==> src/hdl/ppmfd_pkg.sv <==
// Shared types and constants of the PPM frame decoder.
package ppmfd_pkg;

    localparam int CH_N    = 8;
    localparam int CH_IX_W = 3;
    localparam int WID_W   = 14;
    localparam int TIME_W  = 32;
    localparam int CNT_W   = 32;
    localparam int ACC_W   = 17;
    localparam int DEN_W   = 33;
    localparam int ALU_W   = 34;
    localparam int TDATA_W = 200;
    localparam int CFG_IX_W = 3;

    // Quotient bits of the accuracy division, one per step
    localparam int DIV_STEPS = ACC_W;
    localparam int DIV_CNT_W = 5;

    // Register indexes of the configuration port
    localparam logic [CFG_IX_W-1:0] REG_MIN_GAP   = 3'd0;
    localparam logic [CFG_IX_W-1:0] REG_MAX_GAP   = 3'd1;
    localparam logic [CFG_IX_W-1:0] REG_SYNC_MIN  = 3'd2;
    localparam logic [CFG_IX_W-1:0] REG_PULSE_MIN = 3'd3;
    localparam logic [CFG_IX_W-1:0] REG_PULSE_MAX = 3'd4;

    // Reset values of the thresholds, microseconds
    localparam logic [WID_W-1:0] RST_MIN_GAP   = 14'd600;
    localparam logic [WID_W-1:0] RST_MAX_GAP   = 14'd12500;
    localparam logic [WID_W-1:0] RST_SYNC_MIN  = 14'd2500;
    localparam logic [WID_W-1:0] RST_PULSE_MIN = 14'd800;
    localparam logic [WID_W-1:0] RST_PULSE_MAX = 14'd2200;

    typedef enum logic {
        ALU_ADD,
        ALU_SUB
    } alu_op_t;

    typedef enum logic [3:0] {
        S_IDLE,
        S_GAP,
        S_CHK_MIN,
        S_CHK_MAX,
        S_SYNC,
        S_PMIN,
        S_PMAX,
        S_MISS,
        S_GOOD,
        S_DEN,
        S_DIV,
        S_OUT
    } state_t;

endpackage

==> src/hdl/ppmfd_alu.sv <==
// Shared add/subtract unit; the top bit of the result is carry or borrow.
module ppmfd_alu (
    input  ppmfd_pkg::alu_op_t             op,
    input  logic [ppmfd_pkg::ALU_W-1:0]    a,
    input  logic [ppmfd_pkg::ALU_W-1:0]    b,
    output logic [ppmfd_pkg::ALU_W:0]      res
);

    // Extend by one bit so carry out and borrow land in the top bit
    always_comb
    begin
        case (op)
            ppmfd_pkg::ALU_ADD: res = {1'b0, a} + {1'b0, b};
            ppmfd_pkg::ALU_SUB: res = {1'b0, a} - {1'b0, b};
            default:            res = {1'b0, a};
        endcase
    end

endmodule

==> src/hdl/ppm_frame_decoder.sv <==
// Top level of the PPM frame decoder: sequencer around one shared add/subtract unit.
//
//  channel  | direction | payload
//  s_axis   | in        | edge timestamp, 32 bits
//  m_axis   | out       | eight channel widths, frame counters, accuracy
//  cfg      | in        | threshold registers, write only
//
// An edge is taken while the sequencer is idle; every compare, count and division
// step then runs through the single add/subtract unit, one operation per cycle.
// Every edge keeps s_axis_tready low until the sequencer has ignored it, opened
// a frame on it, stored it or dropped the frame; the edge that completes a frame
// also runs the bit-serial division and waits for a free output register.
// Reset clears the sequencer, the counters, the frame state and the thresholds
// to their defaults. A result waiting on m_axis stalls the next frame result and s_axis.
module ppm_frame_decoder (
    input  logic                               clk,
    input  logic                               rst_n,

    input  logic                               s_axis_tvalid,
    output logic                               s_axis_tready,
    input  logic [ppmfd_pkg::TIME_W-1:0]       s_axis_tdata,   // [31:0] edge_time

    output logic                               m_axis_tvalid,
    input  logic                               m_axis_tready,
    // [13:0] ch0_width, [27:14] ch1_width, [41:28] ch2_width, [55:42] ch3_width,
    // [69:56] ch4_width, [83:70] ch5_width, [97:84] ch6_width, [111:98] ch7_width,
    // [143:112] good_frames, [175:144] missed_frames, [192:176] accuracy, zeros above
    output logic [ppmfd_pkg::TDATA_W-1:0]      m_axis_tdata,

    input  logic                               cfg_we,
    input  logic [ppmfd_pkg::CFG_IX_W-1:0]     cfg_index,
    input  logic [ppmfd_pkg::WID_W-1:0]        cfg_data
);

    ppmfd_pkg::state_t                  state_reg, state_next;
    logic [ppmfd_pkg::TIME_W-1:0]       now_reg, now_next;
    logic [ppmfd_pkg::TIME_W-1:0]       prev_reg, prev_next;
    logic [ppmfd_pkg::TIME_W-1:0]       gap_reg, gap_next;
    logic                               in_frame_reg, in_frame_next;
    logic [ppmfd_pkg::CH_IX_W-1:0]      chan_reg, chan_next;
    logic [ppmfd_pkg::CNT_W-1:0]        good_reg, good_next;
    logic [ppmfd_pkg::CNT_W-1:0]        miss_reg, miss_next;
    logic [ppmfd_pkg::DEN_W-1:0]        den_reg, den_next;
    logic [ppmfd_pkg::DEN_W-1:0]        rem_reg, rem_next;
    logic [ppmfd_pkg::ACC_W-1:0]        quo_reg, quo_next;
    logic [ppmfd_pkg::DIV_CNT_W-1:0]    cnt_reg, cnt_next;
    logic                               out_valid_reg, out_valid_next;
    logic [ppmfd_pkg::TDATA_W-1:0]      out_data_reg, out_data_next;
    logic                               out_load;

    logic [ppmfd_pkg::WID_W-1:0]        min_gap_reg, max_gap_reg, sync_min_reg;
    logic [ppmfd_pkg::WID_W-1:0]        pulse_min_reg, pulse_max_reg;

    logic [ppmfd_pkg::WID_W-1:0]        chan_store_reg [ppmfd_pkg::CH_N];
    logic                               store_we;

    ppmfd_pkg::alu_op_t                 alu_op;
    logic [ppmfd_pkg::ALU_W-1:0]        alu_a, alu_b;
    logic [ppmfd_pkg::ALU_W:0]          alu_res;
    logic                               alu_borrow;
    logic                               div_bit;

    ppmfd_alu u_alu (
        .op  (alu_op),
        .a   (alu_a),
        .b   (alu_b),
        .res (alu_res)
    );

    assign alu_borrow    = alu_res[ppmfd_pkg::ALU_W];
    assign div_bit       = (cnt_reg == ppmfd_pkg::DIV_CNT_W'(ppmfd_pkg::DIV_STEPS - 1))
                           ? good_reg[0] : 1'b0;
    assign s_axis_tready = (state_reg == ppmfd_pkg::S_IDLE);
    assign m_axis_tvalid = out_valid_reg;
    assign m_axis_tdata  = out_data_reg;

    // Sequence one edge through the shared unit
    always_comb
    begin
        state_next     = state_reg;
        now_next       = now_reg;
        prev_next      = prev_reg;
        gap_next       = gap_reg;
        in_frame_next  = in_frame_reg;
        chan_next      = chan_reg;
        good_next      = good_reg;
        miss_next      = miss_reg;
        den_next       = den_reg;
        rem_next       = rem_reg;
        quo_next       = quo_reg;
        cnt_next       = cnt_reg;
        out_valid_next = out_valid_reg & ~m_axis_tready;
        out_load       = 1'b0;
        store_we       = 1'b0;
        alu_op         = ppmfd_pkg::ALU_SUB;
        alu_a          = '0;
        alu_b          = '0;

        case (state_reg)
            ppmfd_pkg::S_IDLE:
            begin
                if (s_axis_tvalid)
                begin
                    now_next   = s_axis_tdata;
                    state_next = ppmfd_pkg::S_GAP;
                end
            end

            // Gap since the last edge, modulo 2^32
            ppmfd_pkg::S_GAP:
            begin
                alu_a      = {2'b00, now_reg};
                alu_b      = {2'b00, prev_reg};
                gap_next   = alu_res[ppmfd_pkg::TIME_W-1:0];
                prev_next  = now_reg;
                state_next = ppmfd_pkg::S_CHK_MIN;
            end

            // Drop glitches
            ppmfd_pkg::S_CHK_MIN:
            begin
                alu_a      = {2'b00, gap_reg};
                alu_b      = {20'd0, min_gap_reg};
                state_next = alu_borrow ? ppmfd_pkg::S_IDLE : ppmfd_pkg::S_CHK_MAX;
            end

            // Drop PWM-length gaps
            ppmfd_pkg::S_CHK_MAX:
            begin
                alu_a = {20'd0, max_gap_reg};
                alu_b = {2'b00, gap_reg};
                if (alu_borrow)
                    state_next = ppmfd_pkg::S_IDLE;
                else if (in_frame_reg)
                    state_next = ppmfd_pkg::S_PMIN;
                else
                    state_next = ppmfd_pkg::S_SYNC;
            end

            // Open a frame on a sync gap
            ppmfd_pkg::S_SYNC:
            begin
                alu_a = {2'b00, gap_reg};
                alu_b = {20'd0, sync_min_reg};
                if (!alu_borrow)
                begin
                    in_frame_next = 1'b1;
                    chan_next     = '0;
                end
                state_next = ppmfd_pkg::S_IDLE;
            end

            // Abort on a gap at or below pulse_min
            ppmfd_pkg::S_PMIN:
            begin
                alu_a      = {20'd0, pulse_min_reg};
                alu_b      = {2'b00, gap_reg};
                state_next = alu_borrow ? ppmfd_pkg::S_PMAX : ppmfd_pkg::S_MISS;
            end

            // Abort on a gap above pulse_max, else store the channel
            ppmfd_pkg::S_PMAX:
            begin
                alu_a = {20'd0, pulse_max_reg};
                alu_b = {2'b00, gap_reg};
                if (alu_borrow)
                    state_next = ppmfd_pkg::S_MISS;
                else
                begin
                    store_we = 1'b1;
                    if (chan_reg == ppmfd_pkg::CH_IX_W'(ppmfd_pkg::CH_N - 1))
                        state_next = ppmfd_pkg::S_GOOD;
                    else
                    begin
                        chan_next  = chan_reg + 1'b1;
                        state_next = ppmfd_pkg::S_IDLE;
                    end
                end
            end

            // Count a miss, saturating
            ppmfd_pkg::S_MISS:
            begin
                alu_op = ppmfd_pkg::ALU_ADD;
                alu_a  = {2'b00, miss_reg};
                alu_b  = ppmfd_pkg::ALU_W'(1);
                if (!alu_res[ppmfd_pkg::CNT_W])
                    miss_next = alu_res[ppmfd_pkg::CNT_W-1:0];
                in_frame_next = 1'b0;
                chan_next     = '0;
                state_next    = ppmfd_pkg::S_IDLE;
            end

            // Count a good frame, saturating
            ppmfd_pkg::S_GOOD:
            begin
                alu_op = ppmfd_pkg::ALU_ADD;
                alu_a  = {2'b00, good_reg};
                alu_b  = ppmfd_pkg::ALU_W'(1);
                if (!alu_res[ppmfd_pkg::CNT_W])
                    good_next = alu_res[ppmfd_pkg::CNT_W-1:0];
                in_frame_next = 1'b0;
                chan_next     = '0;
                state_next    = ppmfd_pkg::S_DEN;
            end

            // Form good + missed and seed the divider with good >> 1
            ppmfd_pkg::S_DEN:
            begin
                alu_op     = ppmfd_pkg::ALU_ADD;
                alu_a      = {2'b00, good_reg};
                alu_b      = {2'b00, miss_reg};
                den_next   = alu_res[ppmfd_pkg::DEN_W-1:0];
                rem_next   = {2'b00, good_reg[ppmfd_pkg::CNT_W-1:1]};
                quo_next   = '0;
                cnt_next   = ppmfd_pkg::DIV_CNT_W'(ppmfd_pkg::DIV_STEPS - 1);
                state_next = ppmfd_pkg::S_DIV;
            end

            // One restoring division step: quotient bit from the borrow
            ppmfd_pkg::S_DIV:
            begin
                alu_a    = {rem_reg, div_bit};
                alu_b    = {1'b0, den_reg};
                rem_next = alu_borrow ? alu_a[ppmfd_pkg::DEN_W-1:0]
                                      : alu_res[ppmfd_pkg::DEN_W-1:0];
                quo_next = {quo_reg[ppmfd_pkg::ACC_W-2:0], ~alu_borrow};
                if (cnt_reg == '0)
                    state_next = ppmfd_pkg::S_OUT;
                else
                    cnt_next = cnt_reg - 1'b1;
            end

            // Hand the result to the output register once it is free
            ppmfd_pkg::S_OUT:
            begin
                if (!out_valid_reg || m_axis_tready)
                begin
                    out_load       = 1'b1;
                    out_valid_next = 1'b1;
                    state_next     = ppmfd_pkg::S_IDLE;
                end
            end

            default:
            begin
                state_next = ppmfd_pkg::S_IDLE;
            end
        endcase
    end

    // Pack the result beat
    always_comb
    begin
        out_data_next = '0;
        for (int i = 0; i < ppmfd_pkg::CH_N; i++)
            out_data_next[i*ppmfd_pkg::WID_W +: ppmfd_pkg::WID_W] = chan_store_reg[i];
        out_data_next[112 +: ppmfd_pkg::CNT_W] = good_reg;
        out_data_next[144 +: ppmfd_pkg::CNT_W] = miss_reg;
        out_data_next[176 +: ppmfd_pkg::ACC_W] = quo_reg;
    end

    // Control and counter registers
    always_ff @(posedge clk or negedge rst_n)
    begin
        if (!rst_n)
        begin
            state_reg     <= ppmfd_pkg::S_IDLE;
            prev_reg      <= '0;
            in_frame_reg  <= 1'b0;
            chan_reg      <= '0;
            good_reg      <= '0;
            miss_reg      <= '0;
            cnt_reg       <= '0;
            out_valid_reg <= 1'b0;
        end
        else
        begin
            state_reg     <= state_next;
            prev_reg      <= prev_next;
            in_frame_reg  <= in_frame_next;
            chan_reg      <= chan_next;
            good_reg      <= good_next;
            miss_reg      <= miss_next;
            cnt_reg       <= cnt_next;
            out_valid_reg <= out_valid_next;
        end
    end

    // Working payload registers
    always_ff @(posedge clk)
    begin
        now_reg <= now_next;
        gap_reg <= gap_next;
        den_reg <= den_next;
        rem_reg <= rem_next;
        quo_reg <= quo_next;
        if (out_load)
            out_data_reg <= out_data_next;
        if (store_we)
            chan_store_reg[chan_reg] <= gap_reg[ppmfd_pkg::WID_W-1:0];
    end

    // Threshold registers
    always_ff @(posedge clk or negedge rst_n)
    begin
        if (!rst_n)
        begin
            min_gap_reg   <= ppmfd_pkg::RST_MIN_GAP;
            max_gap_reg   <= ppmfd_pkg::RST_MAX_GAP;
            sync_min_reg  <= ppmfd_pkg::RST_SYNC_MIN;
            pulse_min_reg <= ppmfd_pkg::RST_PULSE_MIN;
            pulse_max_reg <= ppmfd_pkg::RST_PULSE_MAX;
        end
        else if (cfg_we)
        begin
            case (cfg_index)
                ppmfd_pkg::REG_MIN_GAP:   min_gap_reg   <= cfg_data;
                ppmfd_pkg::REG_MAX_GAP:   max_gap_reg   <= cfg_data;
                ppmfd_pkg::REG_SYNC_MIN:  sync_min_reg  <= cfg_data;
                ppmfd_pkg::REG_PULSE_MIN: pulse_min_reg <= cfg_data;
                ppmfd_pkg::REG_PULSE_MAX: pulse_max_reg <= cfg_data;
                default: ;
            endcase
        end
    end

endmodule
==> config.mk <==
export PLATFORM = sky130hd
export DESIGN_NAME = ppm_frame_decoder
export DESIGN_NICKNAME = d
export VERILOG_FILES = /design/src/hdl/ppmfd_pkg.sv /design/src/hdl/ppmfd_alu.sv /design/src/hdl/ppm_frame_decoder.sv
export SDC_FILE = /design/constraint.sdc
export NUM_CORES = 1
export LEC_CHECK = 0
export ABC_CLOCK_PERIOD_IN_PS = 40000
export BUFFER_PORTS_ARGS = -buffer_cell sky130_fd_sc_hd__buf_4
export CORE_MARGIN = 10
export CORE_UTILIZATION = 35
export CTS_CLUSTER_SIZE = 12
export DETAILED_ROUTE_END_ITERATION = 10
export SKIP_LAST_GASP = 1
export SYNTH_ARGS = -nofsm -noshare
export SYNTH_HDL_FRONTEND = slang
export SYNTH_SLANG_ARGS = --single-unit
==> constraint.sdc <==
create_clock -name clk -period 40 [get_ports clk]
set_input_delay 6 -clock clk [delete_from_list [all_inputs] [get_ports clk]]
set_output_delay 6 -clock clk [all_outputs]
set_load 0.02 [all_outputs]
After elaboration in Yosys (flattened, before gate mapping). Memories as Yosys holds them, arrays and structs flattened. A register that Yosys moved wholly into a read port is not among the register bits. Index checks and enable logic that the tools add are counted.

$add $sub $neg: 4. Equal/unequal tests: 24. Muxes and demuxes: 34. Bitwise operators: 4. Reduce and logical (&&, ||, !) cells: 25.

Operators with widths (count): $pmux 34 s8 (1); $pmux 33 s7 (1); $pmux 35 s2 (1); $pmux 33 s2 (1); $pmux 4 s10 (1); $add 34x33->35 (1); $sub 34x33->35 (1); $pmux 17 s2 (1); $mux 33 (1); $mux 4 (5); $reduce_and 2->1 (10); $eq 4x3->1 const B (4); $eq 4x4->1 const B (4); $ne 2x2->1 const B (7); $mux 1 (13); $mux 3 (4); $pmux 5 s2 (1); $pmux 3 s3 (1); $eq 4x2->1 const B (2); $eq 3x2->1 const B (2); $eq 3x3->1 const B (2); $reduce_or 2->1 (3); $reduce_or 3->1 (2); $eq 5x5->1 const B (1); 18 further kinds (21).

Register bits: 520. Memory bits (writable): 112. Input bits: 54. Output and inout bits: 202. Word-level logic and storage cells: 111. Memories: 1.

Memory list: chan_store_reg (depth 8, width 14, read ports 8, clocked after memory_dff 8, write ports 1, line ppm_frame_decoder.sv:54) `logic [ppmfd_pkg::WID_W-1:0] chan_store_reg [ppmfd_pkg::CH_N];`.

Longest topological paths before layout. Gate-level depths: netlist of run 1.

Depth after elaboration: 9. Mapped depth: 27. Depth with buffers taken out: 23.

Cells and area by module. Synthesis of run 1 repeated with hierarchy kept, for this count alone.

Cell total of the unflattened synthesis: 1810. Area, all modules: 26125.1 µm².

Modules (own cells, without submodules): ppm_frame_decoder (times used 1, cells an instance 1450, area each 23643.9 µm², seq. area each 18104.9 µm²); ppmfd_alu (times used 1, cells an instance 360, area each 2481.1 µm², seq. area each 0.0 µm²).

Least setup slack after synthesis of run 1. Ideal clock, no wire load.

Path type: in2reg. Start: input m_axis_tready. End: register out_data_reg, in the netlist m_axis_tdata[0], read port of chan_store_reg, enable pin. Setup time: 0.982 ns. Data arrival time: 19.037 ns. Required time: 39.018 ns. Slack: 19.981 ns. Cell stages on the path: 2. Path buffers: 0. Cells stage by stage: nor2b_1 -> nor3_1.

Word-level cells in the longest chain between the ends: 3.

RTL lines: start: declaration (line ppm_frame_decoder.sv:24) `input logic m_axis_tready,`; $logic_or 1x1->1 (line ppm_frame_decoder.sv:237) `if (!out_valid_reg || m_axis_tready)`; $mux 1 (line ppm_frame_decoder.sv:237); $mux 1 (line ppm_frame_decoder.sv:99) `case (state_reg)`; named net out_load (line ppm_frame_decoder.sv:49) `logic out_load;`; end: declaration (line ppm_frame_decoder.sv:48) `logic [ppmfd_pkg::TDATA_W-1:0] out_data_reg, out_data_next;`.

The timed path passes the listed nets, and every way through them passes these cells. A chain may end at the register's enable or synchronous reset.

Final worst setup path of run 1.
Start: register state_reg[3]. End: memory chan_store_reg[2][11] in the netlist's numbering, enable pin.

Word-level cells in the longest chain between the ends: 9. Elaborated cells on any way between the ends: 25. Those cells by class: 2 x add/sub; 10 x eq/ne; 8 x mux; 5 x reduce/logical.

RTL lines: start: declaration (line ppm_frame_decoder.sv:35) `ppmfd_pkg::state_t state_reg, state_next;`; start signal: assignment (line ppm_frame_decoder.sv:268) `state_reg <= ppmfd_pkg::S_IDLE;`; start signal: assignment (line ppm_frame_decoder.sv:279) `state_reg <= state_next;`; $eq 4x3->1 (tied with other cells) (line ppm_frame_decoder.sv:99); $reduce_or 3->1 (no line) or $reduce_or 2->1 (tied branches); $pmux 33 s7 or $pmux 34 s8 (tied branches) (line ppm_frame_decoder.sv:99); $sub 34x33->35 or $add 34x33->35 (tied branches) (line ppmfd_alu.sv:14, ppmfd_alu.sv:13); $pmux 35 s2 (line ppmfd_alu.sv:12) `case (op)`; $mux 1 (line ppm_frame_decoder.sv:166) `if (alu_borrow)`; $mux 1 * (line ppm_frame_decoder.sv:99); $mux 1 * (line ppm_frame_decoder.sv:300) `if (store_we)`; $mux 1 (not written as such) * (line ppm_frame_decoder.sv:301) `chan_store_reg[chan_reg] <= gap_reg[ppmfd_pkg::WID_W-1:0];`; end: declaration (line ppm_frame_decoder.sv:54).

Every way passes the cells marked *; elsewhere a longest branch is shown, timed or not.

==> impl_results.md, run 1 <==
* Largest net degree at the start of global routing at 90
* P&R area growth vs syn at 20.5%
* WHS Path Cells at 0
* Met3 wire length at 5.98 mm
* Post-CTS Setup Inserts at 0
* Hold Path Class: reg -> reg
* Highest Signal Layer: met5
* Most common cell in the synthesized netlist: edfxtp_1
* Synthesis warning total at 0
* Post-route minimum period at 9.06 ns
* Net switching power at 1.14 mW
* Total GRT Usage at 17.2%
* Max_cap viols at 0
* Top cells by area, synth: edfxtp_1, dfrtp_1, mux2_2
* Fillers at 6,814
* Reg2Reg Setup Slack at 30.94 ns
* Unique masters post-synth at 83
* Post-Route WL at 75.8 mm
* Clock Power Share at 22.2%
* Worst vdd ir at 0.0560 mV
* Core Area at 74,300 µm²
* Die Area at 86,100 µm²
* Seq/Total Area, Yosys at 69.2%
* Number of core rows at 100
* Synth Instances at 1,790
* Latest clock arrival within the worst-skew pair at 0.63 ns
* Worst reg2reg path depth at 24
* Layout cell share with drive strength beyond 1 at 28.2%
* Footprint of the multi-input gates at 7680 µm²
* Worst Skew at 0.0415 ns
* Largest area contributor in the netlist: edfxtp_1
* Vias in the first global route at 16,900
* Post-Syn Area per Cell at 14.6 µm²
* Power density over the cells at 89.8 nW/µm²
* Worst Hold Path EP: m_axis_tdata[83]
* DP Wirelength at 51.7 mm
* Reg power frac at 34.2%
* Status: completed
* Routed Antenna Nets at 0
* Clock sink count at 632
* I/O Buffers at 248
* R2R Path End: chan_store_reg[2][11]
* FMAX at 110 MHz
* Post-cts resize count at 0
* Synth Flop Type: edfxtp_1
* Ant. Diodes at 0
* CP Launch Point: state_reg[3]
* Via density at 5.35
* Met2 WL post-DR at 35.9 mm
* Final worst path period share at 22.7%
* I/O pin count at 256
* CTS H-tree lvls at 3
* Initial antenna violation count at 3
* Wire length on met1 at 32.8 mm
* Clock Tree Root: clkbuf_16
* Drt pass-1 iters at 6
* DR DRC count at 0
* Storage cell area at 18,100 µm²
* Via count at 16,600
* Kind of critical path: reg -> reg
* Overflow after GRT at 0
* Die Width at 293 µm
* Die Y at 293 µm
* Synth Cell Area at 26,200 µm²
* CP Launch Type: register
* Highest fanout seen on the critical path at 40
* EDFF count, synth at 452
* Layout Utilization at 42.4%
* Logic pwr share at 43.6%
* Clk buf depth at 3
* CTS Buf Count at 69
* Fin. max-slew vios at 0
* Hold-fix buffers at CTS at 0
* First-pass GRT wire length at 113 mm
* Clk slew on worst S/H paths at 0.06 ns
* Initial DRC count at 1,779
* Worst setup EP type: register
* Post-DP Area at 29,300 µm²
* Global placement routability congestion at 0.926
* Worst-margin pin slew at 1.31 ns
* Hold Path Origin: chan_store_reg[5][13]
* Setup-failing EPs final at 0
* Layout net count at 2,167
* Wire per inst at 24.5 µm
* Post-synth ARST share at 28.5%
* Non-Filler Cell Area, Final at 31,500 µm²
* Final Hold Vio Count at 0
* RSZ-0062 raised after global routing: false
* Leakage Power at 12.1 nW
* Top post-synthesis cells by count: edfxtp_1, nand2_1, dfrtp_1, mux2_2, nor2_1
* Sw Ratio at 40.4%
* Relative slew slack at 12.2%
* Worst path required time at 40.29 ns
* #FFs+latches synth at 632
* CTS tree: yes
* Crit path DAT at 9.35 ns
* Largest register FFs at 193
* Cell internal pwr at 1.69 mW
* Initial Utilization at 35.2%
* Top-area cell type share of the netlist area at 51.9%
* Reg2reg start: state_reg[3]
* Setup_tns at 0 ns
-- placed cells by master, fill, tap and decap left out, types with 39 or more instances in the layout --
cell       instances
a22oi_1           39
dfrtp_1          157
mux2_2           146
nor2_1            45
a21oi_1           41
clkbuf_16         69
xnor2_1           41
nand2_1          234
edfxtp_1         452
buf_4            288
-- worst max path at each step --
stage                            endpoint
global placement     chan_store_reg[2][3]
detailed placement   chan_store_reg[2][3]
CTS                 chan_store_reg[2][11]
finish              chan_store_reg[2][11]
floorplan                 m_axis_tdata[0]
global route         chan_store_reg[0][7]
-- routing by layer --
| layer | up-vias | track usage (%) |
|---|---|---|
| met5 | - | 0 |
| met4 | 2 | 4.07 |
| met3 | 77 | 4.10 |
| met2 | 659 | 27.9 |
| met1 | 8439 | 23.2 |
| li1 | 7375 | - |
-- logic make-up (layout without fill, tap and decap cells) --
kind of cell               after synthesis  after routing  share of synthesized area, %
and+or+nand+nor                        461            461                          8.43
adders and majority gates               39             39                          1.89
buffers and inverters                  107            435                          1.91
other                                    1              7                        0.0143
xor gates and xnor gates                65             65                          2.32
AOI/OAI and AO/OA                      297            297                          8.30
DFF                                    632            632                          69.2
muxes                                  188            188                          7.91
-- metrics by stage --
| stage | hold WS (ns) | power (mW) | setup slack [ns] | cells |
|---|---|---|---|---|
| after floorplan | 0.400 | 1.81 | 19.98 | 1796 |
| after global placement | 0.401 | 2.18 | 31.35 | 2971 |
| after detailed placement | 0.405 | 2.20 | 31.10 | 2972 |
| after CTS | 0.414 | 2.84 | 31.06 | 3093 |
| after global routing | 0.422 | 2.99 | 30.35 | 3093 |
| final | 0.410 | 2.83 | 30.94 | 3093 |
-- power by group through the flow --
| stage | Clock (mW) | Sequential [mW] | Combinational, mW |
|---|---|---|---|
| floorplan | 0 | 0.933 | 0.877 |
| global placement | 0 | 0.977 | 1.20 |
| detailed placement | 0 | 0.979 | 1.22 |
| CTS | 0.645 | 0.967 | 1.22 |
| global route | 0.674 | 0.975 | 1.34 |
| finish | 0.628 | 0.967 | 1.24 |
-- worst max-delay path: stages, from the launching register on --
cell and delay [ns]:
dfrtp_2 0.63, buf_4 0.52, nor2_1 0.16, nand2_2 0.70
inv_2 0.27, buf_4 0.32, buf_4 0.34, a222oi_1 0.49
nand4_1 0.28, or3_1 0.43, nor3_1 0.73, a21oi_1 0.19
xnor2_1 0.18, ha_1 0.40, a21o_1 0.14, a41o_1 0.09
a21o_1 0.14, nand2_1 0.11, o31ai_1 0.58, xor2_4 0.21
buf_4 0.38, buf_4 0.49, nand2_1 0.32, nor3_2 0.21
buf_4 0.29
-- layout make-up --
cell class / instances / share of cell area [%]
Clock inverter: 24 / 1.03
Timing Repair Buffer: 289 / 6.90
Multi-Input combinational cell: 1057 / 24.4
Tap cell: 969 / 3.85
Inverter: 25 / 0.298
Clock buffer: 97 / 6.07
Sequential cell: 632 / 57.5
Note: power is estimated with default switching activity, not from simulation.
==> inputs of run 2 (changes only) <==
- ABC_CLOCK_PERIOD_IN_PS: 40000 -> 9300
- clock period: 40 -> 9.3 ns (I/O delays scaled with it)
==> run 2 against run 1 <==
Net effect:
- routed wire length grew 1.6%
- largest cell class unchanged
- final cell count about the same
- utilization increased by 0.071 points
- maximum frequency increased by 15%
- flip-flop and latch count did not move
- register-to-register slack worse by 30 ns
- largest power group unchanged
- final area up 0.17%
- sequential power grew to 4.3 times the previous value
- count of clock-buffer cells in the layout is 5 lower
==> impl_results.md, run 2 (synthesized netlist as in run 1, its figures left out) <==
* CTS H-tree lvls at 3
* Post-CTS Setup Inserts at 0
* Status: completed
* Initial Utilization at 35.2%
* Reg power frac at 34.0%
* Final Hold Vio Count at 0
* Worst vdd ir at 0.429 mV
* Final hold slack at 0.408 ns
* Worst path required time at 9.75 ns
* Ant. Diodes at 0
* I/O pin count at 256
* Worst Skew at 0.0523 ns
* Power density over the cells at 389 nW/µm²
* Initial DRC count at 1,478
* Dpl cells at 2,975
* Worst-path cell chain: nor2b_1 -> buf_4 -> nand2_2 -> inv_1 -> o2bb2ai_1 -> a221oi_1 -> nand4_1 -> nor4_2 -> nand3b_1 -> o21ai_0 -> xor2_1 -> ha_1 -> and3_1 -> nand2_1 -> o211ai_1 -> a21o_1 -> nand2_1 -> o31ai_1 -> xor2_4 -> buf_12 -> and2_1 -> o2bb2ai_1
* Max_cap viols at 0
* Post-cts resize count at 0
* Total GRT Usage at 17.6%
* Vias in the first global route at 17,100
* Post-route minimum period at 7.89 ns
* Die Area at 86,100 µm²
* RSZ-0062 raised after global routing: false
* Die Y at 293 µm
* Clock Power Share at 21.9%
* First-pass GRT wire length at 114 mm
* Worst stage delay on the critical path at 1.08 ns
* Via count at 16,500
* Core Area at 74,300 µm²
* Worst setup EP type: register
* CP Launch Type: register
* Kind of critical path: reg -> reg
* CTS tree: yes
* Via density at 5.32
* CTS Buf Count at 69
* Fillers at 6,779
* Clk slew on worst S/H paths at 0.06 ns
* Number of core rows at 100
* Wire per inst at 24.9 µm
* Highest fanout seen on the critical path at 34
* Post-place setup slack at 1.54 ns
* I/O Buffers at 248
* Largest register FFs at 193
* FMAX at 127 MHz
* Post-DP Area at 29,300 µm²
* Layout Utilization at 42.5%
* Routed Antenna Nets at 0
* Largest net degree at the start of global routing at 194
* Worst-margin pin slew at 1.33 ns
* P&R area growth vs syn at 20.7%
* Drt pass-1 iters at 9
* Setup-failing EPs final at 0
* Clock Tree Root: clkbuf_16
* Sw Ratio at 40.9%
* Overflow after GRT at 0
* Non-filler cells, final at 3,095
* Fin. max-slew vios at 0
* Initial antenna violation count at 3
* Commonest non-fill, non-tap cells in the layout: edfxtp_1, buf_4, nand2_1, dfrtp_1, mux2_2
* Cell internal pwr at 7.26 mW
* Final Power at 12.3 mW
* Non-Filler Cell Area, Final at 31,600 µm²
* Relative slew slack at 11.0%
* Most common cell after layout, fill and taps aside: edfxtp_1
* Post-Route WL at 77.0 mm
* Setup_tns at 0 ns
* Crit path DAT at 8.34 ns
* Global placement routability congestion at 0.876
* Leakage Power at 12.1 nW
* Slowest cell on the critical path: dfrtp_1
* Clk buf depth at 3
* Net switching power at 5.02 mW
* Final worst path period share at 84.8%
* Clock sink count at 632
* Logic pwr share at 44.2%
* Die Width at 293 µm
* Latest clock arrival within the worst-skew pair at 0.64 ns
* Hold-fix buffers at CTS at 0
* Hold Path Class: reg -> reg
* Layout cell share with drive strength beyond 1 at 28.2%
* Layout net count at 2,170
* DR DRC count at 0
* Final worst slack at 1.41 ns
* DP Wirelength at 51.5 mm
[run 2: area by class of cell]
| class | count | area (µm²) | share of cell area, % |
|---|---|---|---|
| Timing Repair Buffer | 292 | 2220 | 7.04 |
| Tap cell | 969 | 1210 | 3.84 |
| Sequential cell | 632 | 18100 | 57.4 |
| Clock buffer | 92 | 1880 | 5.97 |
| Clock inverter | 28 | 352 | 1.11 |
| Multi-Input combinational cell | 1057 | 7690 | 24.4 |
| Inverter | 25 | 93.8 | 0.297 |
[run 2: power groups by stage]
| stage | Clock, mW | Combinational, mW | Sequential, mW |
|---|---|---|---|
| floorplan | 0 | 3.77 | 4.01 |
| global placement | 0 | 5.32 | 4.21 |
| detailed placement | 0 | 5.36 | 4.22 |
| CTS | 2.75 | 5.40 | 4.17 |
| global route | 2.89 | 5.89 | 4.21 |
| finish | 2.68 | 5.42 | 4.17 |
[run 2: worst max-delay path, delay by kind of cell (launching register included)]
family                   cells  cell delay [ns]
XOR/XNOR                     2             0.55
AND/OR/NAND/NOR              9             2.27
flip-flops                   1             1.08
AO/OA/AOI/OAI                7             2.42
adder cells (fa/ha/maj)      1             0.40
buffers and inverters        3             0.91
[run 2: layer usage]
| metal | GRT usage [%] | wire (µm) |
|---|---|---|
| met1 | 23.2 | 33200 |
| met2 | 28.5 | 36200 |
| met3 | 4.32 | 5980 |
| met4 | 4.82 | 1560 |
| met5 | 0 | 47 |
[run 2: final timing paths]
path | startpoint | end | slack, ns | cells after the start
max in group asynchronous | rst_n | sync_min_reg[9] | 7.26 | 2
min reg2reg | chan_store_reg[1][6] | m_axis_tdata[20] | 0.41 | 0
max | state_reg[1] | rem_reg[31] | 1.41 | 22
min | chan_store_reg[1][6] | m_axis_tdata[20] | 0.41 | 0
max reg2reg | state_reg[1] | rem_reg[31] | 1.41 | 22
min in group asynchronous | rst_n | prev_reg[26] | 0.69 | 1
